--- config.mk ---
export PLATFORM = sky130hd
export DESIGN_NAME = fat12_geometry_sector_map_core
export DESIGN_NICKNAME = d
export VERILOG_FILES = /design/src/sv/f12geo_pkg.sv /design/src/sv/f12geo_geometry.sv /design/src/sv/fat12_geometry_sector_map_core.sv
export VERILOG_INCLUDE_DIRS = /design/src /design/src/sv
export SDC_FILE = /design/constraint.sdc
export NUM_CORES = 1
export LEC_CHECK = 0
export ABC_AREA = 1
export BUFFER_PORTS_ARGS = -buffer_cell sky130_fd_sc_hd__buf_2
export CAP_MARGIN = 20
export CORE_ASPECT_RATIO = 0.5
export CORE_MARGIN = 2
export CORE_UTILIZATION = 40
export CTS_BUF_LIST = sky130_fd_sc_hd__clkbuf_8
export DETAILED_ROUTE_END_ITERATION = 10
export GPL_TIMING_DRIVEN = 0
export PLACE_DENSITY_LB_ADDON = 0.05
export SLEW_MARGIN = 15
export SYNTH_ARGS = -nofsm -noshare
export SYNTH_HDL_FRONTEND = slang
export SYNTH_SLANG_ARGS = --single-unit
--- constraint.sdc ---
create_clock -name clk_i -period 8.4 [get_ports clk_i]
set_input_delay 1.26 -clock clk_i [delete_from_list [all_inputs] [get_ports clk_i]]
set_output_delay 1.26 -clock clk_i [all_outputs]
set_load 0.01 [all_outputs]
--- src/sv/fat12_geometry_sector_map_core_macros.svh ---
// ----------------------------------------------------------------------------
// FAT12 geometry sector map - assertion macros
// Shared concurrent assertion forms used by the core.
// ----------------------------------------------------------------------------
`ifndef FAT12_GEOMETRY_SECTOR_MAP_CORE_MACROS_SVH
`define FAT12_GEOMETRY_SECTOR_MAP_CORE_MACROS_SVH

// same-cycle implication
`define F12GEO_ASSERT_IMPL(label, clk, rst_n, ante, cons, msg) \
  label: assert property (@(posedge clk) disable iff (!rst_n) (ante) |-> (cons)) \
    else $error(msg);

// next-cycle implication
`define F12GEO_ASSERT_NEXT(label, clk, rst_n, ante, cons, msg) \
  label: assert property (@(posedge clk) disable iff (!rst_n) (ante) |=> (cons)) \
    else $error(msg);

`endif

--- src/sv/f12geo_pkg.sv ---
// ----------------------------------------------------------------------------
// FAT12 geometry sector map - package
// Volume constants, region codes, geometry record and sequencer states.
// ----------------------------------------------------------------------------
package f12geo_pkg;

  localparam int unsigned SECTOR_BYTES     = 512;
  localparam int unsigned ROOT_ENTRIES     = 16;
  localparam int unsigned RESERVED_SECTORS = 1;
  localparam int unsigned DIR_ENTRY_BYTES  = 32;
  localparam int unsigned MAX_CLUSTERS     = 4085;
  localparam int unsigned WORST_FAT        = 12;
  localparam int unsigned ROOT_SECTORS     = ROOT_ENTRIES * DIR_ENTRY_BYTES / SECTOR_BYTES;
  localparam int unsigned SECTOR_SHIFT     = $clog2(SECTOR_BYTES);
  localparam int unsigned PAD_FIXED        = RESERVED_SECTORS + ROOT_SECTORS + WORST_FAT;
  localparam int unsigned MAX_SHIFT        = 12;

  localparam int unsigned SECT_W  = 24;
  localparam int unsigned SHIFT_W = 4;
  localparam int unsigned SPC_W   = 13;
  localparam int unsigned SPF_W   = 4;
  localparam int unsigned START_W = 5;

  // word index of the single configuration register
  localparam logic CFG_IDX_TARGET = 1'b0;

  typedef enum logic [1:0] {
    REGION_BOOT = 2'd0,
    REGION_FAT  = 2'd1,
    REGION_ROOT = 2'd2,
    REGION_DATA = 2'd3
  } region_e;

  typedef enum logic [2:0] {
    GEO_IDLE,
    GEO_SPC,
    GEO_ROUND,
    GEO_FAT,
    GEO_COMMIT
  } geo_state_e;

  typedef struct packed {
    logic [SHIFT_W-1:0] shift;
    logic [SPC_W-1:0]   spc;
    logic [SPF_W-1:0]   spf;
    logic [SECT_W-1:0]  total;
    logic [START_W-1:0] dir;
    logic [START_W-1:0] data;
  } geo_t;

  localparam geo_t GEO_RESET = '{
    shift: SHIFT_W'(0),
    spc:   SPC_W'(1),
    spf:   SPF_W'(1),
    total: SECT_W'(0),
    dir:   START_W'(RESERVED_SECTORS + 1),
    data:  START_W'(RESERVED_SECTORS + 1 + ROOT_SECTORS)
  };

endpackage

--- src/sv/f12geo_geometry.sv ---
// ----------------------------------------------------------------------------
// FAT12 geometry sector map - geometry sequencer
// Derives cluster size, FAT size, volume size and region starts from the
// configured byte target after each register write (SPC, ROUND, FAT, COMMIT).
// ----------------------------------------------------------------------------
module f12geo_geometry (
  input  logic                clk_i,
  input  logic                rst_ni,
  input  logic                wr_en_i,
  input  logic [31:0]         wr_data_i,
  output logic [31:0]         target_o,
  output f12geo_pkg::geo_t    geo_o,
  output logic                busy_o
);
  import f12geo_pkg::*;

  geo_state_e          state_q, state_d;
  logic [31:0]         target_q, target_d;
  logic                zero_q, zero_d;
  logic [SECT_W-1:0]   want_q, want_d;
  logic [SECT_W-1:0]   padded_q, padded_d;
  logic [SHIFT_W-1:0]  shift_q, shift_d;
  logic [SPF_W-1:0]    spf_q, spf_d;
  geo_t                geo_q, geo_d;

  logic [32:0]         round_up;
  logic [SECT_W-1:0]   want_w;
  logic [SECT_W-1:0]   spc_w;
  logic [SECT_W-1:0]   rem_w;
  logic [SPC_W-1:0]    clusters_w;
  logic [15:0]         fat_bytes_w;
  logic [START_W-1:0]  dir_w;

  assign round_up = {1'b0, wr_data_i} + 33'(SECTOR_BYTES - 1);
  assign want_w   = round_up[32:SECTOR_SHIFT];
  assign spc_w    = SECT_W'(1) << shift_q;
  assign rem_w    = want_q & (spc_w - SECT_W'(1));
  assign clusters_w  = SPC_W'(padded_q >> shift_q);
  assign fat_bytes_w = ((16'(clusters_w) + 16'd3) >> 1) * 16'd3;
  assign dir_w    = START_W'(RESERVED_SECTORS) + START_W'(spf_q);

  always_comb begin
    state_d = state_q;
    unique case (state_q)
      GEO_IDLE:   if (wr_en_i) state_d = GEO_SPC;
      GEO_SPC:    state_d = GEO_ROUND;
      GEO_ROUND:  state_d = GEO_FAT;
      GEO_FAT:    state_d = GEO_COMMIT;
      GEO_COMMIT: state_d = GEO_IDLE;
      default:    state_d = GEO_IDLE;
    endcase
    if (wr_en_i) state_d = GEO_SPC;
  end

  always_comb begin
    target_d = target_q;
    zero_d   = zero_q;
    want_d   = want_q;
    padded_d = padded_q;
    shift_d  = shift_q;
    spf_d    = spf_q;
    geo_d    = geo_q;
    if (wr_en_i) begin
      target_d = wr_data_i;
      zero_d   = (wr_data_i == 32'd0);
      want_d   = want_w;
      padded_d = want_w + SECT_W'(PAD_FIXED);
    end else begin
      unique case (state_q)
        GEO_SPC: begin
          for (int k = MAX_SHIFT; k >= 0; k--) begin
            if (padded_q <= SECT_W'(MAX_CLUSTERS << k)) shift_d = SHIFT_W'(k);
          end
        end
        GEO_ROUND: begin
          if (rem_w != '0) padded_d = padded_q + (spc_w - rem_w);
        end
        GEO_FAT: begin
          spf_d = SPF_W'((fat_bytes_w + 16'(SECTOR_BYTES - 1)) >> SECTOR_SHIFT);
        end
        GEO_COMMIT: begin
          if (zero_q) begin
            geo_d = GEO_RESET;
          end else begin
            geo_d.shift = shift_q;
            geo_d.spc   = SPC_W'(1) << shift_q;
            geo_d.spf   = spf_q;
            geo_d.total = padded_q - SECT_W'(WORST_FAT) + SECT_W'(spf_q);
            geo_d.dir   = dir_w;
            geo_d.data  = dir_w + START_W'(ROOT_SECTORS);
          end
        end
        default: ;
      endcase
    end
  end

  always_ff @(posedge clk_i or negedge rst_ni) begin
    if (!rst_ni) begin
      state_q  <= GEO_IDLE;
      target_q <= 32'd0;
      zero_q   <= 1'b1;
      geo_q    <= GEO_RESET;
    end else begin
      state_q  <= state_d;
      target_q <= target_d;
      zero_q   <= zero_d;
      geo_q    <= geo_d;
    end
  end

  always_ff @(posedge clk_i) begin
    want_q   <= want_d;
    padded_q <= padded_d;
    shift_q  <= shift_d;
    spf_q    <= spf_d;
  end

  assign target_o = target_q;
  assign geo_o    = geo_q;
  assign busy_o   = (state_q != GEO_IDLE);

endmodule

--- src/sv/fat12_geometry_sector_map_core.sv ---
// ----------------------------------------------------------------------------
// FAT12 geometry sector map - top level
// Maps logical sectors of a virtual FAT12 volume onto boot, FAT, root
// directory and data regions, with the cluster of each data sector.
// ----------------------------------------------------------------------------
// Usage:
//   Input channel (in_valid_i / in_stall_o) carries one sector_number per
//   beat; output channel (out_valid_o / out_stall_i) returns one result beat
//   per input beat, in order: region, offset, cluster and current geometry.
//   Each beat passes the input register and then the result register; one
//   beat per cycle is sustained while out_stall_i is low and no update runs.
//   target_bytes is written over the APB-style port; the geometry sequencer
//   then steps through its SPC, ROUND, FAT and COMMIT states, during which
//   in_stall_o is high. A read returns target_bytes.
//   Reset clears both stages and loads the zero-target geometry (one sector
//   per cluster, one FAT sector, zero volume sectors).
//   When out_stall_i holds a result, the input register still takes one more
//   beat; after that in_stall_o rises until the result moves on.
// ----------------------------------------------------------------------------
`include "fat12_geometry_sector_map_core_macros.svh"

module fat12_geometry_sector_map_core (
  input  logic        clk_i,
  input  logic        rst_ni,
  input  logic        psel,
  input  logic        penable,
  input  logic        pwrite,
  input  logic [2:0]  paddr,
  input  logic [31:0] pwdata,
  output logic [31:0] prdata,
  output logic        pready,
  input  logic        in_valid_i,
  output logic        in_stall_o,
  input  logic [31:0] sector_number_i,
  output logic        out_valid_o,
  input  logic        out_stall_i,
  output logic [1:0]  region_o,
  output logic [31:0] region_index_o,
  output logic [31:0] cluster_number_o,
  output logic [12:0] cluster_sectors_o,
  output logic [3:0]  fat_sectors_o,
  output logic [23:0] volume_sectors_o,
  output logic [3:0]  dir_start_o,
  output logic [3:0]  data_start_o
);
  import f12geo_pkg::*;

  logic        cfg_wr;
  logic        busy;
  logic [31:0] target;
  geo_t        geo;

  logic        s1_valid_q, s1_valid_d;
  logic [31:0] sector_q;
  logic        out_valid_q, out_valid_d;
  logic [1:0]  region_q;
  logic [31:0] idx_q;
  logic [31:0] cluster_q;

  logic        advance;
  logic        in_accept;
  region_e     region_w;
  logic [31:0] idx_w;
  logic [31:0] cluster_w;
  logic [31:0] data_off;

  assign cfg_wr = psel && penable && pwrite && (paddr[2] == CFG_IDX_TARGET);

  f12geo_geometry u_geometry (
    .clk_i     (clk_i),
    .rst_ni    (rst_ni),
    .wr_en_i   (cfg_wr),
    .wr_data_i (pwdata),
    .target_o  (target),
    .geo_o     (geo),
    .busy_o    (busy)
  );

  assign prdata = target;
  assign pready = 1'b1;

  assign advance    = !(out_valid_q && out_stall_i);
  assign in_stall_o = busy || (s1_valid_q && !advance);
  assign in_accept  = in_valid_i && !in_stall_o;

  assign data_off = sector_q - 32'(geo.data);

  always_comb begin
    region_w  = REGION_DATA;
    idx_w     = data_off;
    cluster_w = (data_off >> geo.shift) + 32'd2;
    if (sector_q < 32'(RESERVED_SECTORS)) begin
      region_w  = REGION_BOOT;
      idx_w     = sector_q;
      cluster_w = '0;
    end else if (sector_q < 32'(geo.dir)) begin
      region_w  = REGION_FAT;
      idx_w     = sector_q - 32'(RESERVED_SECTORS);
      cluster_w = '0;
    end else if (sector_q < 32'(geo.data)) begin
      region_w  = REGION_ROOT;
      idx_w     = sector_q - 32'(geo.dir);
      cluster_w = '0;
    end
  end

  always_comb begin
    s1_valid_d  = s1_valid_q;
    out_valid_d = out_valid_q;
    if (advance) begin
      out_valid_d = s1_valid_q;
      s1_valid_d  = 1'b0;
    end
    if (in_accept) s1_valid_d = 1'b1;
  end

  always_ff @(posedge clk_i or negedge rst_ni) begin
    if (!rst_ni) begin
      s1_valid_q  <= 1'b0;
      out_valid_q <= 1'b0;
    end else begin
      s1_valid_q  <= s1_valid_d;
      out_valid_q <= out_valid_d;
    end
  end

  always_ff @(posedge clk_i) begin
    if (in_accept) sector_q <= sector_number_i;
    if (advance && s1_valid_q) begin
      region_q  <= region_w;
      idx_q     <= idx_w;
      cluster_q <= cluster_w;
    end
  end

  assign out_valid_o       = out_valid_q;
  assign region_o          = region_q;
  assign region_index_o    = idx_q;
  assign cluster_number_o  = cluster_q;
  assign cluster_sectors_o = geo.spc;
  assign fat_sectors_o     = geo.spf;
  assign volume_sectors_o  = geo.total;
  assign dir_start_o       = geo.dir[3:0];
  assign data_start_o      = geo.data[3:0];

  `F12GEO_ASSERT_IMPL(a_busy_stalls, clk_i, rst_ni, busy, in_stall_o, "beat taken during geometry update")
  `F12GEO_ASSERT_IMPL(a_cluster_zero, clk_i, rst_ni, out_valid_o && (region_o != REGION_DATA), cluster_number_o == 32'd0, "cluster set outside data region")
  `F12GEO_ASSERT_IMPL(a_spc_pow2, clk_i, rst_ni, out_valid_o, $onehot(cluster_sectors_o), "cluster size not a power of two")
  `F12GEO_ASSERT_NEXT(a_cfg_busy, clk_i, rst_ni, cfg_wr, busy, "geometry update not started")

endmodule

==> flow_metrics.env, run 1 <==
export IMPL_status="finished clean"
export IMPL_area_delta_synth_final_pct=13.7
export IMPL_avgViaCountPerCell=5.35
export IMPL_routedWlPerCell_um=19.3
export IMPL_fmax_mhz=183
export IMPL_cts_buffer_depth=3
export IMPL_cts_tree="done"
export IMPL_required_ns=8.79
export IMPL_path_class="flip-flop to flip-flop"
export IMPL_period_needed_ns=5.46
export IMPL_ys_ff_latch=239
export IMPL_fin_cells=4057
export IMPL_grt_pass1_wl_mm=120
export IMPL_cp_max_fo=10
export IMPL_route_vias_total=21700
export IMPL_synth_area_um2=21400
export IMPL_cts_hold_buf=0
export IMPL_place_ws_ns=3.10
export IMPL_yosysSeqAreaShare_pct=31.4
export IMPL_die_x_um=331
export IMPL_core_region_area_um2=52500
export IMPL_dr_pass1_iters=6
export IMPL_clock_sinks=239
export IMPL_worst_slew_pin_slew_ns=0.891
export IMPL_numCtsBuffers=39
export IMPL_port_buffers=220
export IMPL_synth_area_leaders="edfxtp_1 21%, nand2_1 13%, dfrtp_1 10%"
export IMPL_ant_nets=0
export IMPL_synth_edf_count=147
export IMPL_hold_class="flip-flop to flip-flop"
export IMPL_rsz0062_at_grt="false"
export IMPL_grt_max_degree=49
export IMPL_grt_overflow_total=0
export IMPL_antenna_found_initial=0
export IMPL_yosysTopAreaCell="edfxtp_1"
export IMPL_drive_above_1_share_pct=15.7
export IMPL_dieArea_um2=55600
export IMPL_drv_slew=0
export IMPL_p_switching_mw=6.40
export IMPL_synth_top_area_share_pct=20.6
export IMPL_power_switching_share_pct=54.5
export IMPL_clk_pin_slew_ns=0.07
export IMPL_synth_top_flop_cell="edfxtp_1"
export IMPL_relSlewSlack_pct=40.0
export IMPL_dp_cells=3984
export IMPL_peakVddDrop_mv=0.264
export IMPL_synthArstFlopShare_pct=38.5
export IMPL_yosysMostFrequentCell="nand2_1"
export IMPL_maxCapViolCount=0
export IMPL_worstSkewPairLatency_ns=0.63
export IMPL_power_mw=11.7
export IMPL_cts_root_buf="clkbuf_8"
export IMPL_grt_pass1_vias=20900
export IMPL_startpoint_type="flip-flop"
export IMPL_htree_levels=2
export IMPL_p_int_mw=5.33
export IMPL_ioPinCount=224
export IMPL_setup_worst_path_start="u_geometry.shift_q[0]"
export IMPL_hp_start="u_geometry.target_o[12]"
export IMPL_cp_arrival_ns=5.85
export IMPL_synth_avg_cell_area_um2=7.02
export IMPL_routed_wl_mm=78.2
export IMPL_ys_types=69
export IMPL_p_seq_share_pct=19.9
export IMPL_setup_tns_ns=0
export IMPL_p_leak_nw=11.5
export IMPL_drc_errors=0
export IMPL_dpl_hpwl_mm=63.7
export IMPL_pwr_share_comb_pct=70.9
export IMPL_grt_util_all_layers_pct=27.8
export IMPL_power_density_nw_per_um2=481
export IMPL_fin_ws_ns=2.94
export IMPL_die_h_um=168
export IMPL_place_gp_congestion=0.985
export IMPL_crit_reg2reg_launch="u_geometry.shift_q[0]"
export IMPL_finalCritPeriodShare_pct=65.0
export IMPL_clock_skew_ns=0.0480
export IMPL_cts_setup_buffers=0
export IMPL_hold_violations=0
export IMPL_dr_first_iter_drc_count=1967
export IMPL_placedInstanceArea_um2=23600
export IMPL_nets=3561
export IMPL_initial_core_util_pct=40.8
export IMPL_p_clk_share_pct=9.3
export IMPL_crit_path_end_kind="flip-flop"
export IMPL_cts_resized=0
export IMPL_synthCells=3052
export IMPL_final_area_um2=24400
export IMPL_ys_warn_count=0
export IMPL_rows=59
export IMPL_synth_common_cells="739 x nand2_1, 379 x nand3_1, 341 x inv_1"
export IMPL_setup_viol=0
[cells by family (layout without fill, tap and decap cells)]
group / after synthesis / after routing / share of synthesized area (%)
adders and majority gates: 163 / 163 / 9.72
DFF: 239 / 239 / 31.4
muxes: 4 / 4 / 0.187
buffers and inverters: 498 / 796 / 9.74
AOI/OAI and AO/OA: 455 / 455 / 12.0
other: 1 / 7 / 0.0175
and+or+nand+nor: 1642 / 1642 / 34.9
xor gates and xnor gates: 50 / 50 / 2.08
[per-stage QoR]
| stage | utilization [%] | hold WS (ns) |
|---|---|---|
| global route | 46.4 | 0.494 |
| global placement | 44.6 | 0.453 |
| detailed placement | 44.9 | 0.454 |
| finish | 46.4 | 0.466 |
| floorplan | - | 0.445 |
| CTS | 46.4 | 0.470 |
[registers in the layout, summed over array words and instances (netlist names), 2 cells and up]
register and count:
region_index_o 32, u_geometry.state_q 3, sector_q 32, region_o 2, u_geometry.want_q 17, u_geometry.geo_o 54, u_geometry.target_o 32, u_geometry.padded_q 24
cluster_number_o 32, u_geometry.spf_q 4, u_geometry.shift_q 4
[power groups by stage]
stage	registers, mW	logic (mW)	clock network (mW)
floorplan	2.26	5.88	0
global placement	2.37	8.11	0
detailed placement	2.35	8.19	0
CTS	2.33	8.25	1.12
global route	2.38	9.38	1.18
finish	2.33	8.31	1.09
[layout by cell type, fill, tap and decap left out, drive strengths merged, types with 4 or more instances in the layout]
cell	netlist	routed
nand2	778	778
nand3	403	403
inv	362	378
nor2	323	323
buf	91	316
o21ai	202	202
ha	157	157
a21oi	153	153
edfxtp	147	147
dfrtp	87	87
clkbuf	37	82
nand4	43	43
xor2	41	41
nor3	39	39
nor4	25	25
or2	20	20
o211ai	15	15
o31ai	14	14
clkinv	8	14
o22ai	11	11
xnor2	9	9
a22o	8	8
a211oi	7	7
fa	6	6
conb	1	6
a22oi	5	5
a31oi	5	5
dfstp	5	5
mux2i	4	4
a32o	4	4
[cell type report]
type / instances / area [um2]
Inverter: 370 / 1390
Multi-Input combinational cell: 2320 / 12700
Sequential cell: 239 / 6720
Clock buffer: 45 / 619
Tap cell: 701 / 877
Clock inverter: 27 / 166
Fill cell: 5619 / 28100
Antenna cell: 1 / 2.50
Timing Repair Buffer: 226 / 1240
Buffer: 128 / 699
[worst paths after layout]
kind | to | slack [ns] | cells past startpoint
worst max register to register | u_geometry.padded_q[16] | 2.94 | 17
worst max-delay path | u_geometry.padded_q[16] | 2.94 | 17
worst min-delay path | u_geometry.target_o[12] | 0.47 | 2
max in group asynchronous | u_geometry.geo_o[38] | 7.12 | 2
worst min register to register | u_geometry.target_o[12] | 0.47 | 2
min in group asynchronous | u_geometry.target_o[29] | 0.58 | 1
[per-layer routing]
metal / wire length [um] / up-vias / global-route usage (%)
li1: - / 10800 / -
met1: 36000 / 10200 / 37.7
met2: 35400 / 663 / 46.0
met3: 4510 / 133 / 3.83
met4: 2260 / 0 / 8.44
met5: 0 / - / 0
[critical path, cell delays in order, from the launching register on]
cell      delay (ns)
edfxtp_1        0.37
buf_2           0.18
buf_2           0.19
nor2_1          0.48
inv_1           0.23
nor2_1          0.25
inv_1           0.14
ha_1            0.29
nor2_1          0.23
fa_1            0.52
fa_1            0.48
o21ai_0         0.73
a21boi_0        0.24
inv_1           0.17
a21oi_1         0.11
o21ai_0         0.22
nor2_1          0.07
o31ai_1         0.33
Power figures use the tool's default switching activity.
==> inputs of run 2 (changes only) <==
clock period = 5.5 ns   (was 8.4 ns; I/O delays follow)
==> run 2 against run 1 <==
First-iteration DRC count shrank 1.6%; non-clock buffer count increased by 3; critical path depth stayed put; critical endpoint unchanged; highest routed layer unchanged; sequential share of layout area is essentially flat.
==> flow_metrics.env, run 2 (same netlist as run 1, synthesis figures left out) <==
export IMPL_status="finished clean"
export IMPL_worstSkewPairLatency_ns=0.63
export IMPL_crit_family="compound AO/OA/AOI/OAI gates"
export IMPL_grt_max_degree=49
export IMPL_dp_cells=3984
export IMPL_route_vias_total=21800
export IMPL_cts_buffer_depth=3
export IMPL_place_gp_congestion=0.985
export IMPL_multiInputGateArea_um2=12700
export IMPL_fin_ws_ns=0.298
export IMPL_avgViaCountPerCell=5.36
export IMPL_startpoint_type="flip-flop"
export IMPL_worstReg2RegEnd="u_geometry.padded_q[16]"
export IMPL_postLayoutCoreUtil_pct=46.5
export IMPL_htree_levels=2
export IMPL_clock_sinks=239
export IMPL_cts_root_buf="clkbuf_8"
export IMPL_dr_pass1_iters=6
export IMPL_grt_util_all_layers_pct=27.8
export IMPL_path_cells="buf_2 > buf_2 > nor2_1 > inv_1 > nor2_1 > inv_1 > ha_1 > nor2_1 > fa_1 > fa_1 > o21ai_1 > a21boi_0 > inv_1 > a21oi_1 > o21ai_0 > nor2_1 > o31ai_1"
export IMPL_initial_core_util_pct=40.8
export IMPL_fillers=5619
export IMPL_antenna_found_initial=0
export IMPL_period_needed_ns=5.20
export IMPL_path_class="flip-flop to flip-flop"
export IMPL_ant_nets=0
export IMPL_peakVddDrop_mv=0.404
export IMPL_grt_pass1_vias=20900
export IMPL_dr_first_iter_drc_count=1936
export IMPL_rr_worst_depth=17
export IMPL_area_delta_synth_final_pct=13.8
export IMPL_cp_slowest_cell="fa_1"
export IMPL_drc_errors=0
export IMPL_layout_common_cells="739 x nand2_1, 379 x nand3_1, 357 x inv_1, 272 x nor2_1, 243 x buf_2"
export IMPL_grt_pass1_wl_mm=120
export IMPL_port_buffers=220
export IMPL_routedWlPerCell_um=19.3
export IMPL_grt_overflow_total=0
export IMPL_clk_pin_slew_ns=0.07
export IMPL_numCtsBuffers=39
export IMPL_power_mw=17.9
export IMPL_dieArea_um2=55600
export IMPL_fmax_mhz=192
export IMPL_final_area_um2=24400
export IMPL_ff_latch_area_um2=6720
export IMPL_largest_reg_flops=54
export IMPL_relSlewSlack_pct=43.6
export IMPL_dpl_hpwl_mm=63.7
export IMPL_core_region_area_um2=52500
export IMPL_worst_slew_pin_slew_ns=0.846
export IMPL_crit_path_end_kind="flip-flop"
export IMPL_die_h_um=168
export IMPL_fin_cells=4060
export IMPL_drive_above_1_share_pct=15.8
export IMPL_rows=59
export IMPL_placedInstanceArea_um2=23600
export IMPL_r2r_slack_ns=0.30
export IMPL_maxCapViolCount=0
export IMPL_drv_slew=0
export IMPL_setup_viol=0
export IMPL_cp_arrival_ns=5.59
export IMPL_path_common_cell="nor2_1"
export IMPL_finalCritPeriodShare_pct=94.6
export IMPL_layout_commonest_cell="nand2_1"
export IMPL_cts_hold_buf=0
export IMPL_cts_tree="done"
export IMPL_cp_buffers_inverters=5
export IMPL_cp_max_fo=10
export IMPL_clock_skew_ns=0.0505
export IMPL_crit_reg2reg_launch="u_geometry.shift_q[0]"
export IMPL_routed_wl_mm=78.2
export IMPL_ioPinCount=224
export IMPL_hold_violations=0
export IMPL_critPathMaxStageDelay_ns=0.52
export IMPL_hold_class="primary input to async pin"
export IMPL_required_ns=5.89
export IMPL_place_ws_ns=0.195
export IMPL_nets=3564
export IMPL_p_leak_nw=11.6
export IMPL_power_density_nw_per_um2=735
export IMPL_rsz0062_at_grt="false"
export IMPL_die_x_um=331
## run 2: changes by cell type in the layout (fill, tap and decap cells not counted)
cell,change
buf_4,+3
o21ai_1,+1
o21ai_0,-1
## run 2: routing by layer
metal / vias up / GRT usage, % / share of wire (%)
met5: - / 0 / 0
met4: 0 / 8.44 / 2.9
met3: 137 / 3.83 / 5.9
met2: 683 / 46.0 / 45
met1: 10200 / 37.7 / 46
li1: 10800 / - / -
## run 2: how the worst max path moves through the flow
stage,start,end,slack [ns],cells past startpoint
after floorplan,out_stall_i,cluster_number_o[0],1.02,1
after global placement,out_stall_i,region_index_o[0],-0.41,2
after detailed placement,u_geometry.shift_q[0],u_geometry.padded_q[16],0.20,17
after CTS,u_geometry.shift_q[0],u_geometry.padded_q[16],0.16,17
after global routing,u_geometry.shift_q[0],u_geometry.padded_q[16],0.03,17
final,u_geometry.shift_q[0],u_geometry.padded_q[16],0.30,17
## run 2: metrics by stage
stage	hold WS, ns	setup TNS (ns)
finish	0.140	0
global route	0.144	0
CTS	0.122	0
detailed placement	0.454	0
global placement	0.453	-25.83
floorplan	0.445	0
## run 2: power by group
part / switching (mW) / leakage (nW) / internal [mW]
clock network: 0.816 / 0.449 / 0.841
logic: 8.33 / 8.59 / 4.40
registers: 0.635 / 2.51 / 2.92
## run 2: timing repair
item                       in CTS  in global routing
gates resized for setup         0                  1
buffers inserted                0                  3
setup endpoints to repair       0                  5
## run 2: layout make-up
class	count	area share, %
diodes	1	0.0103
multi-input cells	2320	51.9
repair buffers	229	5.17
inverters	370	5.69
flip-flops and latches	239	27.5
well taps	701	3.59
plain buffers	128	2.87
clock buffers	45	2.54
clock inverters	27	0.682
==> inputs of run 3 (changes only) <==
clock period = 4.6 ns   (was 5.5 ns; I/O delays follow)
==> run 3 against run 2 <==
Count of clock-buffer cells in the layout unchanged; first-iteration DRC count up 3.8%; critical path depth increased by 5; die area unchanged; power up 23%; clock power increased by 20%; clock skew is 0.0032 ns lower; final area up 1.6%; critical path type unchanged; critical endpoint is now u_geometry.padded_q[17]; largest cell class unchanged.
==> flow_metrics.env, run 3 (same netlist as run 1, synthesis figures left out) <==
export IMPL_status="finished clean"
export IMPL_clock_skew_ns=0.0473
export IMPL_p_int_mw=10.1
export IMPL_use_met3_pct=3.87
export IMPL_grt_pass1_vias=21000
export IMPL_grt_util_all_layers_pct=27.9
export IMPL_drc_errors=0
export IMPL_port_buffers=220
export IMPL_ioPinCount=224
export IMPL_setup_worst_path_start="u_geometry.shift_q[0]"
export IMPL_relSlewSlack_pct=43.2
export IMPL_avgViaCountPerCell=5.35
export IMPL_rows=59
export IMPL_routed_wl_mm=79.1
export IMPL_cp_max_fo=10
export IMPL_layout_common_cells="738 x nand2_1, 379 x nand3_1, 353 x inv_1, 263 x nor2_1, 238 x buf_2"
export IMPL_p_leak_nw=11.7
export IMPL_grt_pass1_wl_mm=121
export IMPL_cp_slowest_cell="fa_1"
export IMPL_setup_viol=0
export IMPL_path_common_cell="inv_1"
export IMPL_peakVddDrop_mv=0.501
export IMPL_htree_levels=2
export IMPL_cp_buffers_inverters=6
export IMPL_cp_arrival_ns=4.71
export IMPL_worstSkewPairLatency_ns=0.63
export IMPL_clk_pin_slew_ns=0.07
export IMPL_grt_busiest_layer="met2"
export IMPL_largest_reg_flops=54
export IMPL_gr_usage_met1_pct=37.9
export IMPL_r2r_slack_ns=0.24
export IMPL_pwr_share_comb_pct=72.2
export IMPL_routedWlPerCell_um=19.3
export IMPL_power_density_nw_per_um2=889
export IMPL_drv_slew=0
export IMPL_dr_first_iter_drc_count=2010
export IMPL_finalCritPeriodShare_pct=94.7
export IMPL_crit_family="simple AND/OR/NAND/NOR gates"
export IMPL_dpl_hpwl_mm=63.7
export IMPL_crit_reg2reg_launch="u_geometry.shift_q[0]"
export IMPL_startpoint_type="flip-flop"
export IMPL_core_region_area_um2=52500
export IMPL_required_ns=4.95
export IMPL_hp_start="sector_number_i[26]"
export IMPL_die_x_um=331
export IMPL_layout_commonest_cell="nand2_1"
export IMPL_antenna_found_initial=1
export IMPL_dieArea_um2=55600
export IMPL_holdWs_ns=0.235
export IMPL_ant_nets=0
export IMPL_die_h_um=168
export IMPL_route_vias_total=21900
export IMPL_crit_path_end_kind="flip-flop"
export IMPL_hold_violations=0
export IMPL_met2_usage_pct=46.0
export IMPL_drive_above_1_share_pct=17.4
export IMPL_p_clk_share_pct=9.0
export IMPL_place_gp_congestion=0.985
export IMPL_period_needed_ns=4.36
export IMPL_path_cells="clkbuf_4 > buf_6 > nor2_4 > inv_2 > nor2_2 > inv_1 > ha_2 > nor2_2 > fa_1 > inv_1 > ha_1 > nand3_1 > nand2_1 > a21oi_1 > o21ai_1 > a21oi_1 > nor3_1 > nor2_1 > inv_1 > or2_2 > nand3_1 > nand2_1"
export IMPL_cts_tree="done"
export IMPL_maxCapViolCount=0
export IMPL_critPathMaxStageDelay_ns=0.55
export IMPL_grt_max_degree=49
export IMPL_cts_buffer_depth=3
export IMPL_area_delta_synth_final_pct=15.7
export IMPL_p_switching_mw=12.0
export IMPL_clock_sinks=239
export IMPL_fmax_mhz=229
export IMPL_power_switching_share_pct=54.4
export IMPL_grt_overflow_total=0
export IMPL_fillers=5605
export IMPL_postLayoutCoreUtil_pct=47.2
export IMPL_dr_pass1_iters=6
export IMPL_path_class="flip-flop to flip-flop"
export IMPL_worst_slew_pin_slew_ns=0.849
export IMPL_p_seq_share_pct=18.8
export IMPL_hold_class="primary input to flip-flop"
export IMPL_numCtsBuffers=39
export IMPL_cts_root_buf="clkbuf_8"
export IMPL_nets=3595
export IMPL_initial_core_util_pct=40.8
## run 3: changes by cell type in the layout (fill, tap and decap cells not counted), sizes merged
cell,before,now
clkinvlp,3,4
dlygate4sd3,0,1
clkbuf,82,83
buf,319,348
clkinv,14,13
## run 3: cell type report
class                   count  area (um2)  share of cell area [%]
clock inverters            27         166                   0.671
multi-input cells        2320       12800                    51.6
inverters                 370        1390                    5.62
flip-flops and latches    239        6720                    27.1
repair buffers            260        1500                    6.04
plain buffers             128         723                    2.92
well taps                 701         877                    3.54
diodes                      1        2.50                  0.0101
clock buffers              45         619                    2.50
## run 3: final timing paths
kind | end | cells past startpoint
setup / recovery | u_geometry.padded_q[17] | 22
hold / removal | sector_q[26] | 1
setup reg to reg | u_geometry.padded_q[17] | 22
hold reg to reg | u_geometry.target_o[12] | 2
max in group asynchronous | u_geometry.geo_o[38] | 3
min in group asynchronous | u_geometry.target_o[29] | 2
## run 3: timing repair
action | CTS | global route
endpoints found under the setup margin | 19 | 15
pin swaps | 1 | 10
setup buffers | 10 | 23
endpoints found under the hold margin | 4 | 0
gates resized for setup | 11 | 53
hold buffers | 1 | 0
## run 3: metal layers
metal / vias to the layer above / wire [um]
met5: - / 0
met4: 0 / 2600
met3: 151 / 4660
met2: 674 / 35700
met1: 10300 / 36200
li1: 10800 / -
## run 3: metrics by stage
stage / std cells / setup TNS [ns] / setup WS [ns] / power, mW / area [um2]
6_report: 4091 / 0 / 0.242 / 22.1 / 24800
5_1_grt: 4090 / -0.141 / -0.0787 / 24.2 / 24800
4_1_cts: 4067 / 0 / 0.0270 / 21.5 / 24500
3_5_place_dp: 3984 / -5.48 / -0.705 / 19.3 / 23600
3_3_place_gp: 3978 / -81.10 / -1.17 / 19.1 / 23400
2_1_floorplan: 3057 / 0 / 0.259 / 14.9 / 21500
## run 3: power groups by stage
stage                     Clock (mW)  Sequential (mW)  Combinational [mW]
final                           1.99             4.14                15.9
after floorplan                    0             4.12                10.7
after global routing            2.15             4.22                17.9
after detailed placement           0             4.29                15.0
after global placement             0             4.33                14.8
after CTS                       2.04             4.17                15.3
